### src/rtl/gsds_pkg.sv
`default_nettype none

package gsds_pkg;

  localparam int OCC_W  = 16;
  localparam int STEP_W = 5;

  // configuration register indexes
  localparam int CFG_IDX_W = 2;
  typedef logic [CFG_IDX_W-1:0] cfg_index_t;
  localparam cfg_index_t CFG_START_VALUE = 2'd0;
  localparam cfg_index_t CFG_STOP_VALUE  = 2'd1;
  localparam cfg_index_t CFG_TARGET_OCC  = 2'd2;

  // input word modes
  localparam logic MODE_START   = 1'b0;
  localparam logic MODE_MEASURE = 1'b1;

  // golden-section fractions, Q0.16, truncated
  localparam logic [OCC_W-1:0] GOLD_LOW_Q16  = 16'd25032;
  localparam logic [OCC_W-1:0] GOLD_HIGH_Q16 = 16'd40503;

  // queue between front and back
  localparam int QUEUE_DEPTH = 2;
  localparam int QPTR_W      = 1;

  typedef struct packed {
    logic             is_start;
    logic [OCC_W-1:0] occupancy;
  } q_word_t;

endpackage

`default_nettype wire

### src/rtl/gsds_in_if.sv
`default_nettype none

interface gsds_in_if;
  import gsds_pkg::*;

  logic             valid;
  logic             ready;
  logic             mode;
  logic [OCC_W-1:0] occupancy;

  modport source (output valid, output mode, output occupancy, input ready);
  modport sink (input valid, input mode, input occupancy, output ready);

endinterface

`default_nettype wire

### src/rtl/gsds_out_if.sv
`default_nettype none

interface gsds_out_if #(
  parameter int DAC_WIDTH = 10
);

  logic                 valid;
  logic                 ready;
  logic [DAC_WIDTH-1:0] dac_value;
  logic                 is_final;
  logic                 search_active;

  modport source (output valid, output dac_value, output is_final, output search_active,
                  input ready);
  modport sink (input valid, input dac_value, input is_final, input search_active,
                output ready);

endinterface

`default_nettype wire

### src/rtl/gsds_front.sv
`default_nettype none

module gsds_front
  import gsds_pkg::*;
#(
  parameter int DAC_WIDTH = 10,
  localparam int CFG_W = (DAC_WIDTH > OCC_W) ? DAC_WIDTH : OCC_W
) (
  input  wire logic                 clk,
  input  wire logic                 rst,
  // configuration
  input  wire logic                 cfg_we,
  input  wire cfg_index_t           cfg_index,
  input  wire logic [CFG_W-1:0]     cfg_data,
  // input words
  input  wire logic                 in_valid,
  output logic                      in_ready,
  input  wire logic                 in_mode,
  input  wire logic [OCC_W-1:0]     in_occupancy,
  // queue write side
  output logic                      q_push,
  output q_word_t                   q_word,
  input  wire logic                 q_full,
  // window set-up for the back end
  output logic [DAC_WIDTH-1:0]      win_start,
  output logic [DAC_WIDTH:0]        win_end,
  output logic [STEP_W-1:0]         step_limit,
  output logic [OCC_W-1:0]          target
);

  logic [DAC_WIDTH-1:0] start_value;
  logic [DAC_WIDTH-1:0] stop_value;
  logic [OCC_W-1:0]     target_occupancy;
  logic [DAC_WIDTH-1:0] stop_clamped;
  logic [DAC_WIDTH:0]   win_count;

  always_ff @(posedge clk) begin
    if (rst) begin
      start_value      <= '0;
      stop_value       <= '1;
      target_occupancy <= '1;
    end else if (cfg_we) begin
      unique case (cfg_index)
        CFG_START_VALUE: start_value      <= cfg_data[DAC_WIDTH-1:0];
        CFG_STOP_VALUE:  stop_value       <= cfg_data[DAC_WIDTH-1:0];
        CFG_TARGET_OCC:  target_occupancy <= cfg_data[OCC_W-1:0];
        default: ;
      endcase
    end
  end

  // stop below start collapses the window to one value
  assign stop_clamped = (stop_value < start_value) ? start_value : stop_value;
  assign win_start    = start_value;
  assign win_end      = {1'b0, stop_clamped} + {{DAC_WIDTH{1'b0}}, 1'b1};
  assign win_count    = win_end - {1'b0, start_value};
  assign target       = target_occupancy;

  // step limit is the bit length of the window size
  always_comb begin
    step_limit = '0;
    for (int i = 0; i <= DAC_WIDTH; i++) begin
      if (win_count[i]) step_limit = STEP_W'(i + 1);
    end
  end

  assign in_ready           = !q_full;
  assign q_push             = in_valid && !q_full;
  assign q_word.is_start    = (in_mode == MODE_START);
  assign q_word.occupancy   = in_occupancy;

endmodule

`default_nettype wire

### src/rtl/gsds_queue.sv
`default_nettype none

module gsds_queue
  import gsds_pkg::*;
(
  input  wire logic    clk,
  input  wire logic    rst,
  input  wire logic    push,
  input  wire q_word_t push_word,
  output logic         full,
  input  wire logic    pop,
  output logic         valid,
  output q_word_t      head
);

  q_word_t           slots [QUEUE_DEPTH];
  logic [QPTR_W-1:0] wr_ptr;
  logic [QPTR_W-1:0] rd_ptr;
  logic [QPTR_W:0]   count;

  assign full  = (count == (QPTR_W + 1)'(QUEUE_DEPTH));
  assign valid = (count != '0);
  assign head  = slots[rd_ptr];

  always_ff @(posedge clk) begin
    if (push) slots[wr_ptr] <= push_word;
  end

  always_ff @(posedge clk) begin
    if (rst) begin
      wr_ptr <= '0;
      rd_ptr <= '0;
      count  <= '0;
    end else begin
      if (push) wr_ptr <= wr_ptr + 1'b1;
      if (pop)  rd_ptr <= rd_ptr + 1'b1;
      unique case ({push, pop})
        2'b10:   count <= count + 1'b1;
        2'b01:   count <= count - 1'b1;
        default: count <= count;
      endcase
    end
  end

endmodule

`default_nettype wire

### src/rtl/gsds_back.sv
`default_nettype none

module gsds_back
  import gsds_pkg::*;
#(
  parameter int DAC_WIDTH = 10
) (
  input  wire logic                 clk,
  input  wire logic                 rst,
  // queue read side
  input  wire logic                 q_valid,
  input  wire q_word_t              q_head,
  output logic                      q_pop,
  // window set-up
  input  wire logic [DAC_WIDTH-1:0] win_start,
  input  wire logic [DAC_WIDTH:0]   win_end,
  input  wire logic [STEP_W-1:0]    step_limit,
  input  wire logic [OCC_W-1:0]     target,
  // result words
  output logic                      out_valid,
  input  wire logic                 out_ready,
  output logic [DAC_WIDTH-1:0]      out_dac_value,
  output logic                      out_is_final,
  output logic                      out_search_active
);

  localparam int PROD_W = DAC_WIDTH + 1 + OCC_W;

  logic [DAC_WIDTH:0]   window_low, window_high;
  logic [DAC_WIDTH-1:0] probe_low, probe_high;
  logic [OCC_W-1:0]     occ_low, occ_high;
  logic                 direction_high;
  logic [STEP_W-1:0]    step_index, step_lim;
  logic [DAC_WIDTH-1:0] last_probe;
  logic                 active;

  logic [DAC_WIDTH:0]   window_low_next, window_high_next;
  logic [DAC_WIDTH-1:0] probe_low_next, probe_high_next;
  logic [OCC_W-1:0]     occ_low_next, occ_high_next;
  logic                 direction_high_next;
  logic [STEP_W-1:0]    step_index_next, step_lim_next;
  logic [DAC_WIDTH-1:0] last_probe_next;
  logic                 active_next;
  logic                 do_probe, final_flag;

  logic [OCC_W-1:0]     vl, vh, dl, dh;
  logic                 last_step;
  logic [DAC_WIDTH:0]   span, probe_sum;
  logic [OCC_W-1:0]     gold;
  logic [PROD_W-1:0]    prod;
  logic [DAC_WIDTH-1:0] probe;

  assign q_pop = q_valid && (!out_valid || out_ready);

  // occupancies with the current measurement recorded
  assign vl = direction_high ? occ_low : q_head.occupancy;
  assign vh = direction_high ? q_head.occupancy : occ_high;
  assign dl = (vl > target) ? vl - target : target - vl;
  assign dh = (vh > target) ? vh - target : target - vh;
  assign last_step = ({1'b0, step_index} >= ({1'b0, step_lim} + 1'b1));

  always_comb begin
    window_low_next     = window_low;
    window_high_next    = window_high;
    probe_low_next      = probe_low;
    probe_high_next     = probe_high;
    occ_low_next        = occ_low;
    occ_high_next       = occ_high;
    direction_high_next = direction_high;
    step_index_next     = step_index;
    step_lim_next       = step_lim;
    last_probe_next     = last_probe;
    active_next         = active;
    do_probe            = 1'b0;
    final_flag          = 1'b0;
    if (q_head.is_start) begin
      window_low_next     = {1'b0, win_start};
      window_high_next    = win_end;
      direction_high_next = 1'b0;
      step_index_next     = '0;
      step_lim_next       = step_limit;
      active_next         = 1'b1;
      do_probe            = 1'b1;
    end else if (active) begin
      occ_low_next  = vl;
      occ_high_next = vh;
      if (step_index == '0) begin
        direction_high_next = 1'b1;
        step_index_next     = STEP_W'(1);
        do_probe            = 1'b1;
      end else if (last_step) begin
        // nearer probe wins; a tie keeps the last one
        if (dl < dh) begin
          last_probe_next = probe_low;
        end else if (dh < dl) begin
          last_probe_next = probe_high;
        end
        final_flag  = 1'b1;
        active_next = 1'b0;
      end else begin
        if (vh > target) begin
          window_low_next = {1'b0, probe_high};
        end else if (vl < vh || vl > target) begin
          window_low_next = {1'b0, probe_low};
        end
        if (vl >= vh && vh < target) window_high_next = {1'b0, probe_high};
        if (vl < vh || vh > target) begin
          probe_low_next = probe_high;
          occ_low_next   = vh;
        end
        if (vl >= vh && vl < target) begin
          probe_high_next     = probe_low;
          occ_high_next       = vl;
          direction_high_next = 1'b0;
        end else begin
          direction_high_next = 1'b1;
        end
        step_index_next = step_index + 1'b1;
        do_probe        = 1'b1;
      end
    end
  end

  // probe from the updated window and direction
  assign span = (window_high_next > window_low_next) ? window_high_next - window_low_next
                                                     : '0;
  assign gold = direction_high_next ? GOLD_HIGH_Q16 : GOLD_LOW_Q16;
  assign prod = {{OCC_W{1'b0}}, span} * {{(DAC_WIDTH + 1){1'b0}}, gold};
  assign probe_sum = window_low_next + prod[PROD_W-1:OCC_W];
  assign probe = probe_sum[DAC_WIDTH-1:0];

  always_ff @(posedge clk) begin
    if (rst) begin
      window_low        <= '0;
      window_high       <= '0;
      probe_low         <= '0;
      probe_high        <= '0;
      occ_low           <= '0;
      occ_high          <= '0;
      direction_high    <= 1'b0;
      step_index        <= '0;
      step_lim          <= '0;
      last_probe        <= '0;
      active            <= 1'b0;
      out_valid         <= 1'b0;
      out_dac_value     <= '0;
      out_is_final      <= 1'b0;
      out_search_active <= 1'b0;
    end else if (q_pop) begin
      window_low        <= window_low_next;
      window_high       <= window_high_next;
      occ_low           <= occ_low_next;
      occ_high          <= occ_high_next;
      direction_high    <= direction_high_next;
      step_index        <= step_index_next;
      step_lim          <= step_lim_next;
      active            <= active_next;
      probe_low         <= (do_probe && !direction_high_next) ? probe : probe_low_next;
      probe_high        <= (do_probe && direction_high_next) ? probe : probe_high_next;
      last_probe        <= do_probe ? probe : last_probe_next;
      out_valid         <= 1'b1;
      out_dac_value     <= do_probe ? probe : last_probe_next;
      out_is_final      <= final_flag;
      out_search_active <= active_next;
    end else if (out_ready) begin
      out_valid <= 1'b0;
    end
  end

endmodule

`default_nettype wire

### src/rtl/golden_section_dac_search_unit.sv
// Golden-section threshold DAC search.
// Channels: in_ch carries mode and occupancy words, out_ch carries dac_value,
// is_final and search_active words, both valid/ready. A mode-0 word opens a
// new search over [start_value, stop_value] and returns the first probe; each
// mode-1 word reports the occupancy measured at the last probe and returns the
// next probe, or the chosen value with is_final set once the step limit passes.
// Exactly one result word per input word, in order.
// Configuration: cfg_we/cfg_index/cfg_data write start_value (0), stop_value (1)
// and target_occupancy (2); write only while no search word is in flight.
// An accepted word is stored in a queue slot and its result then in the output
// register. Throughput: one word per clock while out_ch is not stalled; each
// word takes one pass through the step datapath, whose one constant multiplier
// sets the path length.
// Reset clears the search state and the queue and drops out_ch.valid; the
// registers return to start 0, stop all ones, target all ones.
// A stalled receiver holds the result word; two more words queue up behind it,
// then in_ch.ready falls until the output is taken.
`default_nettype none

module golden_section_dac_search_unit
  import gsds_pkg::*;
#(
  parameter int DAC_WIDTH = 10,
  localparam int CFG_W = (DAC_WIDTH > OCC_W) ? DAC_WIDTH : OCC_W
) (
  input  wire logic             clk,
  input  wire logic             rst,
  input  wire logic             cfg_we,
  input  wire cfg_index_t       cfg_index,
  input  wire logic [CFG_W-1:0] cfg_data,
  gsds_in_if.sink               in_ch,
  gsds_out_if.source            out_ch
);

  logic                 q_push, q_full, q_pop, q_valid;
  q_word_t              q_word, q_head;
  logic [DAC_WIDTH-1:0] win_start;
  logic [DAC_WIDTH:0]   win_end;
  logic [STEP_W-1:0]    step_limit;
  logic [OCC_W-1:0]     target;
  logic                 in_ready;
  logic                 out_valid, out_is_final, out_search_active;
  logic [DAC_WIDTH-1:0] out_dac_value;

  gsds_front #(.DAC_WIDTH(DAC_WIDTH)) u_front (
    .clk          (clk),
    .rst          (rst),
    .cfg_we       (cfg_we),
    .cfg_index    (cfg_index),
    .cfg_data     (cfg_data),
    .in_valid     (in_ch.valid),
    .in_ready     (in_ready),
    .in_mode      (in_ch.mode),
    .in_occupancy (in_ch.occupancy),
    .q_push       (q_push),
    .q_word       (q_word),
    .q_full       (q_full),
    .win_start    (win_start),
    .win_end      (win_end),
    .step_limit   (step_limit),
    .target       (target)
  );

  gsds_queue u_queue (
    .clk       (clk),
    .rst       (rst),
    .push      (q_push),
    .push_word (q_word),
    .full      (q_full),
    .pop       (q_pop),
    .valid     (q_valid),
    .head      (q_head)
  );

  gsds_back #(.DAC_WIDTH(DAC_WIDTH)) u_back (
    .clk               (clk),
    .rst               (rst),
    .q_valid           (q_valid),
    .q_head            (q_head),
    .q_pop             (q_pop),
    .win_start         (win_start),
    .win_end           (win_end),
    .step_limit        (step_limit),
    .target            (target),
    .out_valid         (out_valid),
    .out_ready         (out_ch.ready),
    .out_dac_value     (out_dac_value),
    .out_is_final      (out_is_final),
    .out_search_active (out_search_active)
  );

  assign in_ch.ready          = in_ready;
  assign out_ch.valid         = out_valid;
  assign out_ch.dac_value     = out_dac_value;
  assign out_ch.is_final      = out_is_final;
  assign out_ch.search_active = out_search_active;

endmodule

`default_nettype wire

### src/flat_wrapper.sv
// flat-port wrapper written by rule: the top's interface ports become plain ports
module golden_section_dac_search_unit_flat import gsds_pkg::*;
#(
  parameter int DAC_WIDTH = 10,
  localparam int CFG_W = (DAC_WIDTH > OCC_W) ? DAC_WIDTH : OCC_W
)
  (clk, rst, cfg_we, cfg_index, cfg_data, in_ch_valid, in_ch_mode, in_ch_occupancy, in_ch_ready, out_ch_valid, out_ch_dac_value, out_ch_is_final, out_ch_search_active, out_ch_ready);
  gsds_in_if in_ch_i ();
  gsds_out_if #(.DAC_WIDTH(DAC_WIDTH)) out_ch_i ();
  input  wire logic clk;
  input  wire logic rst;
  input  wire logic cfg_we;
  input  wire cfg_index_t cfg_index;
  input  wire logic [CFG_W-1:0] cfg_data;
  input wire logic [$bits(in_ch_i.valid)-1:0] in_ch_valid;
  input wire logic [$bits(in_ch_i.mode)-1:0] in_ch_mode;
  input wire logic [$bits(in_ch_i.occupancy)-1:0] in_ch_occupancy;
  output wire logic [$bits(in_ch_i.ready)-1:0] in_ch_ready;
  output wire logic [$bits(out_ch_i.valid)-1:0] out_ch_valid;
  output wire logic [$bits(out_ch_i.dac_value)-1:0] out_ch_dac_value;
  output wire logic [$bits(out_ch_i.is_final)-1:0] out_ch_is_final;
  output wire logic [$bits(out_ch_i.search_active)-1:0] out_ch_search_active;
  input wire logic [$bits(out_ch_i.ready)-1:0] out_ch_ready;
  assign in_ch_i.valid = in_ch_valid;
  assign in_ch_i.mode = in_ch_mode;
  assign in_ch_i.occupancy = in_ch_occupancy;
  assign in_ch_ready = in_ch_i.ready;
  assign out_ch_valid = out_ch_i.valid;
  assign out_ch_dac_value = out_ch_i.dac_value;
  assign out_ch_is_final = out_ch_i.is_final;
  assign out_ch_search_active = out_ch_i.search_active;
  assign out_ch_i.ready = out_ch_ready;
  golden_section_dac_search_unit #(.DAC_WIDTH(DAC_WIDTH)) u_core (.clk(clk), .rst(rst), .cfg_we(cfg_we), .cfg_index(cfg_index), .cfg_data(cfg_data), .in_ch(in_ch_i), .out_ch(out_ch_i));
endmodule
### config.mk
export PLATFORM = sky130hd
export DESIGN_NAME = golden_section_dac_search_unit_flat
export DESIGN_NICKNAME = d
export VERILOG_FILES = /design/src/rtl/gsds_pkg.sv /design/src/rtl/gsds_in_if.sv /design/src/rtl/gsds_out_if.sv /design/src/rtl/gsds_front.sv /design/src/rtl/gsds_queue.sv /design/src/rtl/gsds_back.sv /design/src/rtl/golden_section_dac_search_unit.sv /design/src/flat_wrapper.sv
export SDC_FILE = /design/constraint.sdc
export NUM_CORES = 1
export LEC_CHECK = 0
export ABC_AREA = 0
export BUFFER_PORTS_ARGS = -buffer_cell sky130_fd_sc_hd__buf_4
export CAP_MARGIN = 20
export CELL_PAD_IN_SITES_DETAIL_PLACEMENT = 1
export CELL_PAD_IN_SITES_GLOBAL_PLACEMENT = 2
export CORE_ASPECT_RATIO = 1.1
export CORE_MARGIN = 2
export CORE_UTILIZATION = 36
export DETAILED_ROUTE_END_ITERATION = 10
export PLACE_DENSITY = 0.89
export REMOVE_ABC_BUFFERS = 1
export SKIP_LAST_GASP = 1
export SYNTH_ARGS = -nofsm -noshare
export SYNTH_HDL_FRONTEND = slang
export SYNTH_HIERARCHICAL = 1
export SYNTH_SLANG_ARGS = --single-unit
export TNS_END_PERCENT = 30
### constraint.sdc
create_clock -name clk -period 12.1 [get_ports clk]
set_input_delay 2.42 -clock clk [delete_from_list [all_inputs] [get_ports clk]]
set_output_delay 2.42 -clock clk [all_outputs]
set_load 0.01 [all_outputs]
======== Yosys cells after proc, flatten, opt, wreduce, memory -nomap -nowiden ========
Memories as Yosys holds them, arrays and structs flattened. A register that Yosys moved wholly into a read port is not among the register bits.
Cells that the tools add are included.
storage, ports and cells
  output and inout bits ................... 14
  memories ................................ 1
  word-level logic and storage cells ...... 174
  flip-flop bits (word level) ............. 138
  bits in writable memories ............... 34
  bits of input ports ..................... 40
memory list
  name                  words  bits a word  read ports  clocked after Yosys merged registers in  write ports  RTL line          source
  u_core.u_queue.slots  2      17           1           1                                        1            gsds_queue.sv:16  q_word_t slots [QUEUE_DEPTH];
cells by class
  $mul .................................... 1
  bitwise gates (word level) .............. 2
  reduce and logical (&&, ||, !) cells .... 34
  $lt $le $gt $ge ......................... 11
  add/sub/neg operators ................... 14
  equality and inequality tests ........... 14
  mux-type cells .......................... 78
operator list
  kind                   number
  $mux 10                20
  $mux 16                11
  $mux 11                12
  $lt 16x16->1           5
  $mux 5                 14
  $sub 16x16->16         4
  $gt 16x16->1           2
  $mul 11x16->26         1
  $mux 1                 20
  $reduce_bool 2->1      10
  $reduce_and 6->1       3
  $ge 16x16->1           1
  $add 10x1->11 const B  1
  $gt 11x11->1           1
  $sub 11x10->11         1
  $sub 11x11->11         1
  $add 10x10->10         1
  $lt 10x10->1           1
  $ne 2x1->1 const B     4
  $ne 2x2->1 const B     4
  $reduce_and 2->1       4
  $add 5x1->6 const B    1
  $eq 2x2->1 const B     3
  $ge 5x6->1             1
  15 further kinds       28

======== Depth between registers and ports, before layout ========
  depth after elaboration ................. 15
  depth in mapped cells ................... 61
  depth with buffers taken out ............ 58

======== Modules after synthesis ========
Netlist, hierarchy kept.
modules (own cells, without submodules)
  module      area an instance (um^2)  times used  seq. area each (um^2)  cells an instance
  gsds_back   13,523.0                 1           1,961.9                1,669
  gsds_front  2,691.3                  1           720.7                  360
  gsds_queue  1,430.1                  1           1,121.1                75

======== Worst setup path before layout ========
OpenSTA, ideal clock, no wires.
  path kind ............................... register to register
  start ................................... register u_core.u_back.direction_high
  end ..................................... register u_core.u_back.probe_low[9]
  stages on the path, launching flop included .. 56
  setup time .............................. 128 ps
  path slack .............................. -375 ps
  buffers on the path ..................... 3
  data arrival time ....................... 12,347 ps
  required time ........................... 11,972 ps
  cell sequence ........................... dfxtp_1 -> clkbuf_1 -> clkbuf_1 -> mux2i_1 -> inv_1 -> fa_1 -> nand3_1 -> a21oi_1 -> o31ai_1 -> a21o_1 -> buf_2 -> o21ai_1 -> o22a_1 -> o22ai_1 -> nor2_1 -> a21oi_1 -> ha_1 -> nor2b_1 -> [20 not listed] -> nor4_1 -> nor3b_1 -> nand4_1 -> nand4_1 -> a21oi_1 -> a311oi_1 -> o21bai_1 -> xor2_1 -> ha_1 -> a21oi_1 -> o21ai_0 -> a31oi_1 -> xnor2_1 -> xnor2_1 -> xor2_1 -> mux2_2 -> a21oi_1 -> nor2_1
on the way
  cells in the longest elaborated chain, start to end .. 14
RTL lines
  what                                            RTL line                            source
  start, declared                                 gsds_back.sv:32                     logic direction_high;
  start signal, assigned                          gsds_back.sv:154                    direction_high <= direction_high_next;
  $mux 16, on equally long branches               gsds_back.sv:56, gsds_back.sv:57
  $lt 16x16->1 or $gt 16x16->1 (tied branches)    gsds_back.sv:103, gsds_back.sv:107
  $logic_or 1x1->1                                gsds_back.sv:103                    end else if (vl < vh || vl > target) begin
  $mux 11                                         gsds_back.sv:103
  $mux 11                                         gsds_back.sv:101                    if (vh > target) begin
  $mux 11                                         gsds_back.sv:91                     end else if (last_step) begin
  $mux 11                                         gsds_back.sv:87                     if (step_index == '0) begin
  $mux 11                                         gsds_back.sv:84                     end else if (active) begin
  $mux 11                                         gsds_back.sv:76                     if (q_head.is_start) begin
  $sub 11x11->11 or $gt 11x11->1 (tied branches)  gsds_back.sv:125                    assign span = (window_high_next > window_low_next) ? window_high_next - window_low_next
  $mux 11                                         gsds_back.sv:125
  $mul 11x16->26                                  gsds_back.sv:128                    assign prod = {{OCC_W{1'b0}}, span} * {{(DAC_WIDTH + 1){1'b0}}, gold};
  $add 10x10->10                                  gsds_back.sv:129                    assign probe_sum = window_low_next + prod[PROD_W-1:OCC_W];
  $mux 10                                         gsds_back.sv:158                    probe_low <= (do_probe && !direction_high_next) ? probe : probe_low_next;
  end signal, assigned                            gsds_back.sv:158
  end, declared                                   gsds_back.sv:30                     logic [DAC_WIDTH-1:0] probe_low, probe_high;
Several ways; a longest one is shown, not always the timed one.
A chain may end at the register's enable or synchronous reset.

==> results.txt <==
----------------------------------------------------
[Status]
  Status ... completed

[Critical path]
  Maximum fanout count along the critical path ... 5
  Sort of element at the start of the critical path ... flop
  Cell with the largest stage delay on the worst path ... sky130_fd_sc_hd__fa_2
  Crit Path Class ... flop to flop
  Max stage delay on crit path ... 0.62 ns
  Reg-to-Reg End ... u_core/u_back/probe_high[9]
  Most used cell, CP ... sky130_fd_sc_hd__inv_1
  Critical Path Sink Type ... flop
  Depth of the worst register-to-register path ... 56
  R2r setup slk ... 0.08 ns
  Worst EP arrival ... 12.39 ns
  Worst path required time ... 12.47 ns

[Die]
  Row Count ... 85
  Floorplan die width ... 215 um
  Total core area ... 0.0487 mm^2
  Initial core utilization ... 36.2%
  Count of pins on the block boundary ... 54
  DIE HEIGHT ... 236 um
  DIE AREA ... 0.0508 mm^2

[Layout]
  Final-layout fill cell count ... 5762
  Most common cell after layout, fill and taps aside ... sky130_fd_sc_hd__buf_4
  Area of the multi-input gates ... 0.0134 mm^2
  Reg area ... 0.00381 mm^2
  Proportion of layout cells with a drive suffix above 1 ... 24.7%
  Antenna Diode Count ... 0
  Final Instance Area ... 0.0221 mm^2
  Final core utilization ... 45.4%
  Post-synthesis to final-layout area growth ... 25.2%
  Post-layout net count ... 2690
  Most used cells in the layout excluding fill and tap cells ... sky130_fd_sc_hd__buf_4 (303), sky130_fd_sc_hd__inv_1 (235), sky130_fd_sc_hd__nand2_1 (184), sky130_fd_sc_hd__nor2_1 (182), sky130_fd_sc_hd__ha_1 (180)

[Hold path]
  End of the worst hold path ... u_core/u_back/window_high[7]
  Startpoint of the worst hold path ... u_core/u_back/window_high[7]
  Hold path depth ... 2
  Worst hold-check path type ... flop to flop

[Drt]
  Vias ... 16145
  DRC violations left ... 0
  First-pass DRT Iterations ... 5
  Initial drt markers ... 677
  Avg Vias per Cell ... 5.37
  Mean routed wirelength per cell ... 20.3 um
  Routed Wire Length ... 60.9 mm
  Remaining number of nets flagged by the antenna check after routing ... 0

[Placement]
  Placed wire-length estimate ... 47.6 mm
  Last weighted congestion value of the routability-driven placer ... 0.924
  Post-place setup slack ... -0.849 ns
  Placement-stage cell area ... 0.0201 mm^2
  Port bufs ... 53

[STA]
  Fin worst setup slack ... 0.0777 ns
  Post-Route Skew ... 0.0159 ns
  Final setup TNS ... 0 ns
  Tmin final ... 12.02 ns
  Setup violation total in the final timing report ... 0
  Final-report hold violation count ... 0
  Pins Over Slew Limit ... 0
  Remaining max-slew budget at the tightest pin ... 27.8%
  Tightest Pin Transition ... 1.08 ns
  Unrepaired setup endpoints after global routing ... yes
  Fmax ... 0.0832 GHz
  Final worst-path cycle share ... 99.4%

[GRT]
  Vias in the first global route ... 17793
  Wire length of the first global-routing pass ... 95.8 mm
  GR Overflow Total ... 0
  Number of antenna violations at the first check in global routing ... 0
  Maximum number of pins on one net before global-route repair ... 66
  Total routing resource utilization after global routing ... 23.9%

[Synth]
  Number of synthesized flops with an enable pin ... 34
  Proportion of synthesized chip area in sequential cells ... 21.6%
  Count of yosys warnings during synthesis ... 6
  Synthesized cell area ... 0.0176 mm^2
  Post-Syn Area per Cell ... 8.39 um^2
  Flip-flop cell with the highest count after synthesis ... sky130_fd_sc_hd__dfxtp_1
  Number of flip-flops and latches in the synthesized netlist ... 173
  Number of different library cells in the post-synthesis netlist ... 92
  Fraction of registers with async set/reset ... 0%
  Gate count of the mapped netlist ... 2104

[CTS]
  Root Buffer ... sky130_fd_sc_hd__clkbuf_16
  Clock latency on the worst-skew pair ... 0.46 ns
  Number of buffers created by CTS ... 17
  TritonCTS clock tree ... yes
  Clock sinks ... 173
  Clock Tree Buf Depth ... 2
  CTS H-tree depth ... 4
  Reg clk slew, reported paths ... 0.08 ns

[Run]
  Max-cap violation count ... 0

----------------------------------------------------
==> critical path: cells and delay by family (launching register included) <==
family / cells / cell delay, ns
buf+inv: 13 / 1.56
simple gates: 10 / 1.33
mux: 2 / 0.50
fa+ha+maj: 9 / 4.12
xor+xnor: 3 / 0.60
flops: 1 / 0.36
compound gates: 19 / 3.48
==> per-layer routing <==
layer	track usage, %	part of all wire (%)
met4	10.6	4.2
met5	0	0
met3	2.53	2.2
met1	25.8	39
met2	46.5	54
==> through the flow <==
step / hold WS, ns / cells
after floorplan: 0.428 / 2002
after global placement: 0.443 / 2925
after detailed placement: 0.450 / 2925
after CTS: 0.461 / 2982
after global routing: 0.476 / 3004
final: 0.466 / 3004
==> registers in the layout, indices dropped and copies added (netlist names), 11 cells and up, named ones only <==
register,flops
u_core/u_front/target,16
u_core/u_queue/slots,34
u_core/u_back/window_high,11
u_core/u_back/occ_low,16
u_core/u_back/occ_high,16
u_core/u_back/window_low,11
==> final cells by class <==
cell class | instances | share of cell area [%]
Multi-Input combinational cell | 1568 | 60.8
Sequential cell | 173 | 17.2
Timing Repair Buffer | 318 | 11.2
Inverter | 261 | 4.44
Tap cell | 652 | 3.69
Clock buffer | 18 | 1.99
Clock inverter | 14 | 0.572
==> synth_stat cells (14+ instances only) <==
master	number	area, um^2
sky130_fd_sc_hd__and3_1	17	106
sky130_fd_sc_hd__nor2b_1	17	106
sky130_fd_sc_hd__fa_1	102	2040
sky130_fd_sc_hd__clkbuf_1	69	259
sky130_fd_sc_hd__mux2_2	24	270
sky130_fd_sc_hd__nand3_1	44	220
sky130_fd_sc_hd__a211oi_1	62	465
sky130_fd_sc_hd__mux2i_1	85	851
sky130_fd_sc_hd__nand4_1	16	100
sky130_fd_sc_hd__edfxtp_1	34	1020
sky130_fd_sc_hd__o22ai_1	14	87.6
sky130_fd_sc_hd__nand3b_1	31	233
sky130_fd_sc_hd__o21ai_1	14	70.1
sky130_fd_sc_hd__xor2_1	31	272
sky130_fd_sc_hd__ha_1	209	2620
sky130_fd_sc_hd__a21oi_1	162	811
sky130_fd_sc_hd__nand2b_1	14	87.6
sky130_fd_sc_hd__inv_1	259	972
sky130_fd_sc_hd__buf_4	18	135
sky130_fd_sc_hd__xnor2_1	51	447
sky130_fd_sc_hd__dfxtp_1	139	2780
sky130_fd_sc_hd__nand2_1	192	721
sky130_fd_sc_hd__nor2_1	194	728
sky130_fd_sc_hd__o21ai_0	65	325
sky130_fd_sc_hd__a21o_1	33	248
==> how the worst max path moves through the flow <==
stage	slack (ns)	depth (start not counted)	from	end
final	0.08	56	flop	u_core/u_back/probe_high[9]
after global routing	-0.54	56	flop	u_core/u_back/probe_high[9]
after CTS	-0.03	58	flop	u_core/u_back/probe_low[9]
after detailed placement	-0.85	54	flop	u_core/u_back/probe_low[9]
after global placement	-0.31	54	flop	u_core/u_back/probe_low[9]
after floorplan	-1.20	52	u_core/u_back/direction_high	u_core/u_back/probe_low[9]
==> repair_timing <==
action                     in CTS  in global routing
gates resized for setup        66                175
setup endpoints to repair      18                 24
buffers inserted               24                 25
pin swaps                      24                 97
gates cloned                    1                  0
hold buffers                    0                  0
==> cells by family after synthesis <==
logic type | Yosys count | share of synthesized area, %
simple gates | 591 | 15.9
compound gates | 471 | 17.3
buf+inv | 363 | 8.16
fa+ha+maj | 311 | 26.4
flops | 173 | 21.6
mux | 110 | 6.48
xor+xnor | 83 | 4.16
other cells | 2 | 0.0426
Power is not shown: default switching activity piles up to over one toggle a cycle in this logic, so the estimate is an artifact.
